### config.mk
export PLATFORM = sky130hd
export DESIGN_NAME = axis_to_direction_keys_unit
export DESIGN_NICKNAME = d
export VERILOG_FILES = /design/src/a2dk_pkg.sv /design/src/a2dk_cfg_regs.sv /design/src/a2dk_core.sv /design/src/a2dk_out_fifo.sv /design/src/axis_to_direction_keys_unit.sv
export SDC_FILE = /design/constraint.sdc
export NUM_CORES = 1
export LEC_CHECK = 0
export ABC_AREA = 1
export BUFFER_PORTS_ARGS = -buffer_cell sky130_fd_sc_hd__clkbuf_2
export CELL_PAD_IN_SITES_DETAIL_PLACEMENT = 0
export CELL_PAD_IN_SITES_GLOBAL_PLACEMENT = 1
export CORE_MARGIN = 3
export CORE_UTILIZATION = 49
export CTS_CLUSTER_SIZE = 25
export DETAILED_ROUTE_END_ITERATION = 12
export GPL_TIMING_DRIVEN = 0
export HOLD_SLACK_MARGIN = 0.1
export PLACE_DENSITY_LB_ADDON = 0.1
export SLEW_MARGIN = 20
export SYNTH_ARGS = -nofsm -noshare
export SYNTH_HDL_FRONTEND = slang
export SYNTH_SLANG_ARGS = --single-unit
export TNS_END_PERCENT = 30
### constraint.sdc
create_clock -name clk -period 9.55 [get_ports clk]
set_clock_uncertainty 0.1 [all_clocks]
set_input_delay 1.91 -clock clk [delete_from_list [all_inputs] [get_ports clk]]
set_output_delay 1.91 -clock clk [all_outputs]
set_load 0.01 [all_outputs]
### src/a2dk_pkg.sv
// Shared types and constants for the axis-to-direction-keys block.
package a2dk_pkg;

  localparam int KEY_CODE_W  = 7;
  localparam int KEY_EVENT_W = 8;
  localparam int QUAL_W      = 16;
  localparam int AXIS_W      = 16;
  localparam int MAG_W       = AXIS_W + 1;
  localparam int CFG_INDEX_W = 3;
  localparam int CFG_DATA_W  = 16;
  localparam int FIFO_DEPTH  = 4;
  localparam int FIFO_PTR_W  = 2;
  localparam int FIFO_CNT_W  = 3;

  // Direction index into the key code and mask tables
  typedef enum logic [1:0] {
    DIR_UP    = 2'd0,
    DIR_DOWN  = 2'd1,
    DIR_LEFT  = 2'd2,
    DIR_RIGHT = 2'd3
  } dir_t;

  // Configuration register indexes
  typedef enum logic [CFG_INDEX_W-1:0] {
    REG_UP_CODE    = 3'd0,
    REG_DOWN_CODE  = 3'd1,
    REG_LEFT_CODE  = 3'd2,
    REG_RIGHT_CODE = 3'd3,
    REG_UP_MASK    = 3'd4,
    REG_DOWN_MASK  = 3'd5,
    REG_LEFT_MASK  = 3'd6,
    REG_RIGHT_MASK = 3'd7
  } cfg_reg_t;

  // Axis select codes
  localparam logic AXIS_HORIZONTAL = 1'b0;
  localparam logic AXIS_VERTICAL   = 1'b1;

  localparam logic KEY_PRESS   = 1'b0;
  localparam logic KEY_RELEASE = 1'b1;

  // One result item
  typedef struct packed {
    logic                   last;
    logic [QUAL_W-1:0]      qualifier;
    logic [KEY_EVENT_W-1:0] key_event;
  } res_t;

  // Results produced by one input item, pushed into the output queue
  typedef struct packed {
    logic [1:0]      n;
    res_t [1:0]      res;
  } push_t;

  typedef logic [3:0][KEY_CODE_W-1:0] code_tbl_t;
  typedef logic [3:0][QUAL_W-1:0]     mask_tbl_t;

endpackage

### src/a2dk_cfg_regs.sv
// Configuration registers: key codes and qualifier masks per direction.
module a2dk_cfg_regs
  import a2dk_pkg::*;
(
  input  logic                   clk,
  input  logic                   rst,
  input  logic                   cfg_valid,
  output logic                   cfg_ready,
  input  logic [CFG_INDEX_W-1:0] cfg_index,
  input  logic [CFG_DATA_W-1:0]  cfg_data,
  output code_tbl_t              key_code,
  output mask_tbl_t              qual_mask
);

  assign cfg_ready = 1'b1;

  // Register write decode
  always_ff @(posedge clk) begin
    if (rst) begin
      key_code  <= '0;
      qual_mask <= '0;
    end else if (cfg_valid) begin
      unique case (cfg_reg_t'(cfg_index))
        REG_UP_CODE:    key_code[DIR_UP]    <= cfg_data[KEY_CODE_W-1:0];
        REG_DOWN_CODE:  key_code[DIR_DOWN]  <= cfg_data[KEY_CODE_W-1:0];
        REG_LEFT_CODE:  key_code[DIR_LEFT]  <= cfg_data[KEY_CODE_W-1:0];
        REG_RIGHT_CODE: key_code[DIR_RIGHT] <= cfg_data[KEY_CODE_W-1:0];
        REG_UP_MASK:    qual_mask[DIR_UP]    <= cfg_data[QUAL_W-1:0];
        REG_DOWN_MASK:  qual_mask[DIR_DOWN]  <= cfg_data[QUAL_W-1:0];
        REG_LEFT_MASK:  qual_mask[DIR_LEFT]  <= cfg_data[QUAL_W-1:0];
        REG_RIGHT_MASK: qual_mask[DIR_RIGHT] <= cfg_data[QUAL_W-1:0];
        default: ;
      endcase
    end
  end

endmodule

### src/a2dk_core.sv
// Input register, peak tracking, direction decision and key state.
module a2dk_core
  import a2dk_pkg::*;
(
  input  logic              clk,
  input  logic              rst,
  input  logic              s_tvalid,
  output logic              s_tready,
  input  logic [AXIS_W-1:0] s_tdata,   // [15:0] axis_value
  input  logic              s_tuser,   // [0] axis_select
  input  logic              space_ok,
  input  code_tbl_t         key_code,
  input  mask_tbl_t         qual_mask,
  output push_t             push
);

  // Input register
  logic              in_valid;
  logic              in_sel;
  logic [AXIS_W-1:0] in_value;
  logic [MAG_W-1:0]  in_mag;
  logic [MAG_W-1:0]  s_val_ext;
  logic [MAG_W-1:0]  s_mag;
  logic              fire;

  // Block state
  logic [AXIS_W-1:0] peak;
  logic [AXIS_W-1:0] peak_next;
  logic [3:0]        held;
  logic [3:0]        held_next;
  logic [QUAL_W-1:0] qual;
  logic [QUAL_W-1:0] qual_next;

  logic                centred;
  logic [AXIS_W-2:0]   half;
  logic                neg;
  dir_t                press_dir;
  dir_t                rel_a;
  dir_t                rel_b;
  logic [KEY_CODE_W-1:0] press_code;
  logic [QUAL_W-1:0]     press_mask;
  logic [KEY_CODE_W-1:0] code_a;
  logic [KEY_CODE_W-1:0] code_b;
  logic [QUAL_W-1:0]     mask_a;
  logic [QUAL_W-1:0]     mask_b;
  logic [QUAL_W-1:0]     q1;
  logic [QUAL_W-1:0]     q2;
  push_t                 res_set;

  // Magnitude of the incoming sample, 17 bits so -32768 fits
  assign s_val_ext = {s_tdata[AXIS_W-1], s_tdata};
  assign s_mag     = s_val_ext[MAG_W-1] ? (~s_val_ext + MAG_W'(1)) : s_val_ext;

  assign fire     = in_valid && space_ok;
  assign s_tready = !in_valid || fire;

  always_ff @(posedge clk) begin
    if (rst) begin
      in_valid <= 1'b0;
    end else if (s_tready) begin
      in_valid <= s_tvalid;
    end
  end

  always_ff @(posedge clk) begin
    if (s_tvalid && s_tready) begin
      in_sel   <= s_tuser;
      in_value <= s_tdata;
      in_mag   <= s_mag;
    end
  end

  // Peak update and centre band test
  assign peak_next = (in_mag > {1'b0, peak}) ? in_mag[AXIS_W-1:0] : peak;
  assign half      = peak_next[AXIS_W-1:1];
  assign centred   = (in_mag == '0) || (in_mag < {2'b00, half});
  assign neg       = in_value[AXIS_W-1];

  // Direction and table selection
  always_comb begin
    if (in_sel == AXIS_VERTICAL) begin
      press_dir = neg ? DIR_UP : DIR_DOWN;
      rel_a     = DIR_UP;
      rel_b     = DIR_DOWN;
      code_a    = key_code[DIR_UP];
      code_b    = key_code[DIR_DOWN];
      mask_a    = qual_mask[DIR_UP];
      mask_b    = qual_mask[DIR_DOWN];
    end else begin
      press_dir = neg ? DIR_LEFT : DIR_RIGHT;
      rel_a     = DIR_LEFT;
      rel_b     = DIR_RIGHT;
      code_a    = key_code[DIR_LEFT];
      code_b    = key_code[DIR_RIGHT];
      mask_a    = qual_mask[DIR_LEFT];
      mask_b    = qual_mask[DIR_RIGHT];
    end
  end

  always_comb begin
    unique case (press_dir)
      DIR_UP: begin
        press_code = key_code[DIR_UP];
        press_mask = qual_mask[DIR_UP];
      end
      DIR_DOWN: begin
        press_code = key_code[DIR_DOWN];
        press_mask = qual_mask[DIR_DOWN];
      end
      DIR_LEFT: begin
        press_code = key_code[DIR_LEFT];
        press_mask = qual_mask[DIR_LEFT];
      end
      DIR_RIGHT: begin
        press_code = key_code[DIR_RIGHT];
        press_mask = qual_mask[DIR_RIGHT];
      end
      default: begin
        press_code = '0;
        press_mask = '0;
      end
    endcase
  end

  // Qualifier after each release in order
  assign q1 = held[rel_a] ? (qual & ~mask_a) : qual;
  assign q2 = held[rel_b] ? (q1 & ~mask_b) : q1;

  // Press or release results and next key state
  always_comb begin
    res_set   = '0;
    held_next = held;
    qual_next = qual;
    if (!centred) begin
      if (!held[press_dir]) begin
        qual_next              = qual | press_mask;
        held_next[press_dir]   = 1'b1;
        res_set.n              = 2'd1;
        res_set.res[0].key_event = {KEY_PRESS, press_code};
        res_set.res[0].qualifier = qual | press_mask;
        res_set.res[0].last      = 1'b1;
      end
    end else begin
      held_next[rel_a] = 1'b0;
      held_next[rel_b] = 1'b0;
      qual_next        = q2;
      if (held[rel_a] && held[rel_b]) begin
        res_set.n                = 2'd2;
        res_set.res[0].key_event = {KEY_RELEASE, code_a};
        res_set.res[0].qualifier = q1;
        res_set.res[0].last      = 1'b0;
        res_set.res[1].key_event = {KEY_RELEASE, code_b};
        res_set.res[1].qualifier = q2;
        res_set.res[1].last      = 1'b1;
      end else if (held[rel_a]) begin
        res_set.n                = 2'd1;
        res_set.res[0].key_event = {KEY_RELEASE, code_a};
        res_set.res[0].qualifier = q1;
        res_set.res[0].last      = 1'b1;
      end else if (held[rel_b]) begin
        res_set.n                = 2'd1;
        res_set.res[0].key_event = {KEY_RELEASE, code_b};
        res_set.res[0].qualifier = q2;
        res_set.res[0].last      = 1'b1;
      end
    end
  end

  always_comb begin
    push = res_set;
    if (!fire) begin
      push.n = 2'd0;
    end
  end

  // State registers
  always_ff @(posedge clk) begin
    if (rst) begin
      peak <= '0;
      held <= '0;
      qual <= '0;
    end else if (fire) begin
      peak <= peak_next;
      held <= held_next;
      qual <= qual_next;
    end
  end

`ifndef SYNTHESIS
  // A centred vertical sample leaves neither vertical key held
  a_vert_release: assert property (@(posedge clk) disable iff (rst)
    fire && centred && (in_sel == AXIS_VERTICAL) |=> !held[DIR_UP] && !held[DIR_DOWN])
    else $error("vertical keys still held after centring");

  // Two results only come from a double release
  a_two_is_release: assert property (@(posedge clk) disable iff (rst)
    (push.n == 2'd2) |-> centred)
    else $error("two results pushed for a pressed direction");

  // Peak never decreases
  a_peak_mono: assert property (@(posedge clk) disable iff (rst)
    fire |=> peak >= $past(peak))
    else $error("peak magnitude decreased");

  // Key state only moves on a processed item
  a_held_stable: assert property (@(posedge clk) disable iff (rst)
    !fire |=> $stable(held) && $stable(qual))
    else $error("key state changed without a transaction");
`endif

endmodule

### src/a2dk_out_fifo.sv
// Four-entry result queue: takes up to two results a cycle, gives one while m_tready is high.
module a2dk_out_fifo
  import a2dk_pkg::*;
(
  input  logic                   clk,
  input  logic                   rst,
  input  push_t                  push,
  output logic                   space_ok,
  output logic                   m_tvalid,
  input  logic                   m_tready,
  output logic [QUAL_W+KEY_EVENT_W-1:0] m_tdata,  // [7:0] key_event, [23:8] qualifier
  output logic                   m_tlast
);

  res_t                  entry [FIFO_DEPTH];
  logic [FIFO_PTR_W-1:0] wr_ptr;
  logic [FIFO_PTR_W-1:0] rd_ptr;
  logic [FIFO_CNT_W-1:0] count;
  logic [FIFO_CNT_W-1:0] count_next;
  logic                  pop;
  res_t                  head;

  assign pop      = m_tvalid && m_tready;
  assign m_tvalid = (count != '0);
  // Room for the largest burst one item can produce
  assign space_ok = (count <= FIFO_CNT_W'(FIFO_DEPTH - 2));

  assign count_next = count + FIFO_CNT_W'(push.n) - FIFO_CNT_W'(pop);

  // Pointers and fill level
  always_ff @(posedge clk) begin
    if (rst) begin
      wr_ptr <= '0;
      rd_ptr <= '0;
      count  <= '0;
    end else begin
      wr_ptr <= wr_ptr + FIFO_PTR_W'(push.n);
      rd_ptr <= rd_ptr + FIFO_PTR_W'(pop);
      count  <= count_next;
    end
  end

  // Entry writes
  always_ff @(posedge clk) begin
    if (push.n != 2'd0) begin
      entry[wr_ptr] <= push.res[0];
    end
    if (push.n == 2'd2) begin
      entry[wr_ptr + FIFO_PTR_W'(1)] <= push.res[1];
    end
  end

  assign head    = entry[rd_ptr];
  assign m_tdata = {head.qualifier, head.key_event};
  assign m_tlast = head.last;

`ifndef SYNTHESIS
  // Queue never overflows
  a_no_overflow: assert property (@(posedge clk) disable iff (rst)
    count <= FIFO_CNT_W'(FIFO_DEPTH))
    else $error("result queue overflow");

  // Pushes only land when the space check allowed them
  a_push_room: assert property (@(posedge clk) disable iff (rst)
    (push.n != 2'd0) |-> space_ok)
    else $error("push into a full result queue");

  // No burst larger than two
  a_push_size: assert property (@(posedge clk) disable iff (rst)
    push.n != 2'd3)
    else $error("illegal push size");
`endif

endmodule

### src/axis_to_direction_keys_unit.sv
// Top level of the axis-to-direction-keys block.
// Turns joystick axis samples (s_tdata = signed value, s_tuser = 0 horizontal,
// 1 vertical) into key press and release transactions carrying a key event
// and the qualifier word. One sample is taken per cycle while the four-entry
// result queue has room for two more results; a sample waits in the input
// register until then; its results go into the queue and are offered on the
// master side from there. A sample yields zero, one or two results (two when
// centring releases both keys of an axis), and the master port gives one result
// per cycle while m_tready is high, so the output port sets the sustained rate.
// The user writes key codes and masks on the cfg port, one register per
// transaction, while the block is idle; the block does not enforce this.
module axis_to_direction_keys_unit
  import a2dk_pkg::*;
(
  input  logic                   clk,
  input  logic                   rst,
  // Sample stream
  input  logic                   s_tvalid,
  output logic                   s_tready,
  input  logic [AXIS_W-1:0]      s_tdata,   // [15:0] axis_value
  input  logic                   s_tuser,   // [0] axis_select
  // Key event stream
  output logic                   m_tvalid,
  input  logic                   m_tready,
  output logic [QUAL_W+KEY_EVENT_W-1:0] m_tdata,  // [7:0] key_event, [23:8] qualifier
  output logic                   m_tlast,
  // Configuration writes
  input  logic                   cfg_valid,
  output logic                   cfg_ready,
  input  logic [CFG_INDEX_W-1:0] cfg_index,
  input  logic [CFG_DATA_W-1:0]  cfg_data
);

  code_tbl_t key_code;
  mask_tbl_t qual_mask;
  push_t     push;
  logic      space_ok;

  a2dk_cfg_regs u_cfg (
    .clk       (clk),
    .rst       (rst),
    .cfg_valid (cfg_valid),
    .cfg_ready (cfg_ready),
    .cfg_index (cfg_index),
    .cfg_data  (cfg_data),
    .key_code  (key_code),
    .qual_mask (qual_mask)
  );

  a2dk_core u_core (
    .clk       (clk),
    .rst       (rst),
    .s_tvalid  (s_tvalid),
    .s_tready  (s_tready),
    .s_tdata   (s_tdata),
    .s_tuser   (s_tuser),
    .space_ok  (space_ok),
    .key_code  (key_code),
    .qual_mask (qual_mask),
    .push      (push)
  );

  a2dk_out_fifo u_fifo (
    .clk      (clk),
    .rst      (rst),
    .push     (push),
    .space_ok (space_ok),
    .m_tvalid (m_tvalid),
    .m_tready (m_tready),
    .m_tdata  (m_tdata),
    .m_tlast  (m_tlast)
  );

endmodule
; Yosys cells after proc, flatten, opt, wreduce, memory -nomap -nowiden
; Memory sizes are Yosys's and may differ from the RTL's. A register that Yosys moved wholly into a read port is not among the register bits.
; Cells that the tools add are included.
[word_totals]
word_cells = 133
in_bits = 41
memories = 1
rom_bits = 0
regBits = 170
mem_bits_rw = 100
out_inout_bits = 28
latch_bits = 0
[mem_list]
columns = name, words, word_bits, read_ports, rd_clocked_by_memory_dff, wr, line_no
row1 = u_fifo.entry, 4, 25, 1, 1, 2, a2dk_out_fifo.sv:15  ; res_t entry [FIFO_DEPTH];
[op_classes]
bitwise_logic = 11
n_addsub = 6
div = 0
n_eq_ne = 12
reduce_logical = 25
magnitude_cmp = 9
n_shift = 0
multipliers = 0
n_mux = 49
[op_table]
columns = operator, count
row1 = two-way mux 25 bit, 7
row2 = two-way mux 16 bit, 7
row3 = one-hot mux 16 bit (4 select lines), 1
row4 = AND 16 bit, 2
row5 = inverter 16 bit, 2
row6 = one-hot mux 7 bit (4 select lines), 1
row7 = AND reduction 2 bit, 10
row8 = adder 17 x 1 -> 17 bit (second input constant), 1
row9 = > comparator 17 x 16 -> 1 bit, 1
row10 = zero test 17 bit, 1
row11 = less-than comparator 17 x 15 -> 1 bit, 1
row12 = inverter 17 bit, 1
row13 = bitwise OR 16 bit, 1
row14 = two-way mux 1 bit, 15
row15 = two-way mux 15 bit, 1
row16 = two-way mux 2 bit, 7
row17 = two-way mux 7 bit, 2
row18 = equality test 3 bit (second input constant), 4
row19 = less-than comparator 2 x 3 -> 1 bit (second input constant), 3
row20 = AND 4 bit, 2
row21 = two-way mux 4 bit, 2
row22 = inverter 4 bit, 2
row23 = logical AND 1 bit, 7
row24 = binary-select mux 1 bit (select 2 bit), 3
row25 = other kinds (20), 28

; Depth between registers and ports, before layout
[logic_depth]
word_depth = 11
ltp_mapped = 32
depth_no_buf = 30

; Cells and area by module
; A second synthesis with hierarchy kept.
[unflattened]
cells_unflattened = 2010
hier_area_um2 = 15113.2
[modules_own_cells]
columns = module, n_inst, seq_area_each_um2, cells_per_inst, area_each_um2
row1 = a2dk_out_fifo, 1, 3143.0, 544, 5804.3
row2 = a2dk_core, 1, 1311.3, 934, 5600.4
row3 = a2dk_cfg_regs, 1, 1841.8, 532, 3708.6

; Worst setup path before layout
; No wires, ideal clock.
[synth_path]
kind = register to register
from = register u_core.in_mag[12]
to = memory u_fifo.entry[1][0] in the netlist's numbering (enable)
n_path_buf = 3
required_ps = 9068
period_less_slack_ps = 4514
stages_incl_launch_ff = 27
t_arrival_ps = 4032
path_slack_ps = 5036
setup_ps = 382
cell_sequence = edfxtp_1 ha_1 nand2_1 inv_1 nand2_1 nand2_1 nand2_1 nand2_1 nor2_1 nand2_1 nand2_1 clkbuf_1 clkbuf_1 o21ai_0 ha_1 a21oi_1 o21ai_1 nand2_1 o211ai_1 a21oi_1 nand2_4 nand2_4 buf_2 nand3_1 nand2_1 nand2_1 nand2_1
[synth_rtl]
columns = item, line_no
row1 = "start, declared", a2dk_core.sv:21  ; logic [MAG_W-1:0] in_mag;
row2 = "start signal, assigned", a2dk_core.sv:69  ; in_mag <= s_mag;
row3 = "end, declared", a2dk_out_fifo.sv:15

; Final worst setup path
[layout_path]
from = register u_core.in_mag[14]
to = register u_fifo.count[2]
[layout_via]
elab_chain_cells = 8
word_cells_on_any_way = 9
cone_classes = 2 x add/sub / 2 x order compare / 3 x mux / 2 x reduce/logical
[layout_lines]
columns = item, line_no
row1 = > comparator 17 x 16 -> 1 bit, a2dk_core.sv:74  ; assign peak_next = (in_mag > {1'b0, peak}) ? in_mag[AXIS_W-1:0] : peak;
row2 = two-way mux 16 bit, a2dk_core.sv:74
row3 = less-than comparator 17 x 15 -> 1 bit, a2dk_core.sv:76  ; assign centred = (in_mag == '0) || (in_mag < {2'b00, half});
row4 = logical OR 1 bit *, a2dk_core.sv:76
row5 = two-way mux 2 bit *, a2dk_core.sv:134  ; if (!centred) begin
row6 = two-way mux 2 bit *, a2dk_core.sv:171  ; if (!fire) begin
row7 = adder 3 x 2 -> 3 bit *, a2dk_out_fifo.sv:28  ; assign count_next = count + FIFO_CNT_W'(push.n) - FIFO_CNT_W'(pop);
row8 = subtractor 3 x 1 -> 3 bit *, a2dk_out_fifo.sv:28
row9 = "end signal, assigned", a2dk_out_fifo.sv:39  ; count <= count_next;
row10 = "end, declared", a2dk_out_fifo.sv:18  ; logic [FIFO_CNT_W-1:0] count;
; Mark *: on every way between the ends. The rest lies on a longest branch, timed or not.
; A chain may end at the register's enable or synchronous reset.

==> summary.md <==
| Metric | Value |
|---|---|
| Via count | 13203 |
| FF-to-FF path depth | 25 |
| Syn. warnings | 0 |
| Status | finished, final reports clean |
| Initial antenna violation count | 0 |
| Die W | 176 um |
| Fraction of layout cells with a size suffix above 1 | 0.0761 |
| TritonCTS clock tree | done |
| Pleak | 0.00666 uW |
| P per Cell Area | 202 nW/um2 |
| Util after Layout | 0.564 |
| Crit path max fanout | 10 |
| Crit end category | flop |
| Die area | 31000 um2 |
| Setup TNS Final | 0 ns |
| Final wirelength | ~44000 um |
| Max_slew headroom | 0.388 |
| Post-route ant nets | 0 |
| Crit path kind | flop to flop |
| Top Ports | 69 |
| DRC viols | 0 |
| # hold bufs at CTS | 0 |
| Startpoint types | flop |
| Drt via density | 5.46 |
| First-pass GRT wire length | 68300 um |
| Final hold vios | 0 |
| Die Ht | between 150 and 200 um |
| Most frequent cells in the layout | 461 x nand2_1, 272 x nor2_1, 248 x o21ai_0 |
| Skew-Pair Late Insertion Delay | about 0.55 ns |
| Core Rows | 61 |
| Mapped Area | 14200 um2 |
| Number of distinct library cells after synthesis | 48 |
| CTS clk-pin slew, worst paths | ~0.060 ns |
| Crit share post-route | 0.595 |
| Post-CTS setup buffer count | 0 |
| Number of synthesized flops with an enable pin | 119 |
| Syn nets | 2001 |
| Nets | 2097 |
| Wire length per cell | roughly 18 um |
| DR pass1 iterations | 6 |
| Starting density of the core | 0.503 |
| Critical Path AT | about 6 ns |
| Post-CTS Resized | 0 |
| GR Overflow Total | 0 |
| Max-Cap Viols | 0 |
| Hold Path Stages | 2 |
| Number of H-tree levels | 1 |
| Synth-to-Final Area Change | 12.2% |
| Number of global-route vias before repair | roughly 12000 |
| Sequential-to-total area share from yosys stat | 0.445 |
| Synthesized instance count | 1921 |
| Max Clk Rate | 0.176 GHz |
| Max clock buf depth | 3 |
| Avg Cell Area, Syn | ~7.4 um2 |
| DP HPWL | 33300 um |
| Final RePlAce weighted congestion | 0.908 |
| CTS root buf | clkbuf_16 |
| Minimum clock period | 5.68 ns |
| PortBufs | 65 |
| Setup Viol. Count Final | 0 |
| Pin count of the biggest net entering global routing | 26 |
| Ant diodes | 0 |
| Total CTS buffers | 28 |
| Core footprint | 28200 um2 |
| #FFs+latches synth | around 260 |
| Worst Hold Class | flop to flop |
| Most common library cell in the layout ignoring fill and taps | nand2_1 |
| Slew Viols, Final | 0 |
| CTS Sinks | roughly 260 |
| Top FF cell, synth | dfxtp_1 |
| Critical Path RT | 9.85 ns |
| Tot GR Track Use | 0.278 |
| Asr flop ratio synth | 0 |
| RSZ-0062 raised after global routing | false |
| Worst-margin pin slew | roughly 0.9 ns |
| VDD IR max | 0.000135 V |
| Layout filler cell count | approximately 2800 |
| Initial detailed-routing violation count | 1055 |
state kept, by name, summed over array words and instances, names as in the netlist:
register         flops
u_core.qual         16
u_core.peak         16
u_fifo.count         3
u_fifo.entry       100
u_core.held          4
u_core.in_value      1
u_core.in_mag       17
u_core.in_sel        1
u_fifo.rd_ptr        2
u_core.in_valid      1
u_cfg.key_code      28
u_fifo.wr_ptr        2
u_cfg.qual_mask     64
layer usage:
layer,part of all wire,GRT usage,vias to the layer above,wire (um)
met3,0.062,0.0286,43,2700
met1,0.49,0.423,6077,21500
li1,-,-,6620,-
met4,0.013,0.0505,0,569
met2,0.43,0.434,463,19000
met5,0,0,-,0
cell usage after synthesis (2+ instances only):
cell | instances | area (um2)
nor4_1 | 6 | 37.5
xor2_1 | 7 | 61.3
a2111oi_0 | 2 | 17.5
buf_1 | 5 | 18.8
clkinv_1 | 5 | 18.8
nand2_4 | 2 | 22.5
buf_4 | 3 | 22.5
o21ai_1 | 54 | 270
o21bai_1 | 28 | 210
nand2_1 | 465 | 1750
conb_1 | 2 | 7.51
o211ai_1 | 8 | 60.1
o21ai_0 | 248 | 1240
a22oi_1 | 7 | 52.6
o31ai_1 | 2 | 15.0
dfxtp_1 | 136 | 2720
nor3_1 | 4 | 20.0
nand3b_1 | 2 | 15.0
a211oi_1 | 6 | 45.0
inv_1 | 146 | 548
nor2_4 | 3 | 33.8
a221o_1 | 4 | 40.0
buf_2 | 22 | 110
buf_6 | 9 | 101
ha_1 | 38 | 475
clkbuf_1 | 75 | 282
xnor2_1 | 10 | 87.6
nand3_1 | 75 | 375
o22ai_1 | 35 | 219
o21a_1 | 2 | 15.0
a221oi_1 | 6 | 52.6
nor2_1 | 273 | 1020
nor2_2 | 2 | 12.5
a21oi_1 | 97 | 485
edfxtp_1 | 119 | 3570
worst max-delay path: stages (launching register included):
cell and delay (ns):
edfxtp_1 0.47, ha_1 0.32, nand2_1 0.06, nor2_1 0.21, nand2_1 0.12, inv_1 0.09
nand4_1 0.13, nand2_1 0.12, clkbuf_1 0.37, clkbuf_1 0.46, nand2_1 0.09, o21ai_0 0.11
ha_1 0.27, a21oi_1 0.16, o21a_1 0.14, o211ai_1 0.12, a21oi_1 0.33, nand2_4 0.15
nand2_4 0.11, buf_2 0.26, nand3_1 0.25, ha_1 0.42, fa_1 0.43, xor2_1 0.17
inv_1 0.06, nor2_1 0.03
cells by family (layout without fill, tap and decap cells):
family | count (synthesis) | after routing | synth area share
xor gates and xnor gates | 17 | 17 | 0.0105
other | 2 | 2 | 0.000530
DFF | 255 | 255 | 0.445
AOI/OAI and AO/OA | 504 | 504 | 0.195
adders and majority gates | 39 | 39 | 0.0350
buffers and inverters | 265 | 382 | 0.0777
and+or+nand+nor | 839 | 839 | 0.237
per-stage QoR:
step,hold slack (ns),cells,power (uW),setup slack [ns],instance area [um2]
final,0.357,2416,3210,3.87,15900
after global routing,0.385,2416,3390,3.42,15900
after CTS,0.353,2416,3220,3.57,15900
after detailed placement,0.345,2365,2150,3.64,15000
after global placement,0.340,2364,2140,3.61,15000
after floorplan,0.324,1921,1860,5.04,14200
where the power goes:
| group | internal (uW) | switching (uW) |
|---|---|---|
| logic | 279 | 584 |
| registers | 1240 | 40.5 |
| clock network | 633 | 438 |
| total | 2150 | 1060 |
area by class of cell:
class / count / area [um2] / area share
buffer: 114 / 534 / 0.0336
clock buffer: 35 / 748 / 0.0471
clock inverter: 16 / 155 / 0.00976
inverter: 151 / 567 / 0.0357
multi-input combinational: 1401 / 6780 / 0.427
sequential: 255 / 6300 / 0.396
tap: 378 / 473 / 0.0298
timing repair buffer: 66 / 337 / 0.0212
worst paths after layout:
check,start,endpoint,slack [ns]
max,u_core.in_mag[14],u_fifo.count[2],3.87
min,u_cfg.key_code[21],u_cfg.key_code[21],0.36
max reg2reg,u_core.in_mag[14],u_fifo.count[2],3.87
min reg2reg,u_cfg.key_code[21],u_cfg.key_code[21],0.36
No activity file was read; power rests on OpenSTA's default activity.
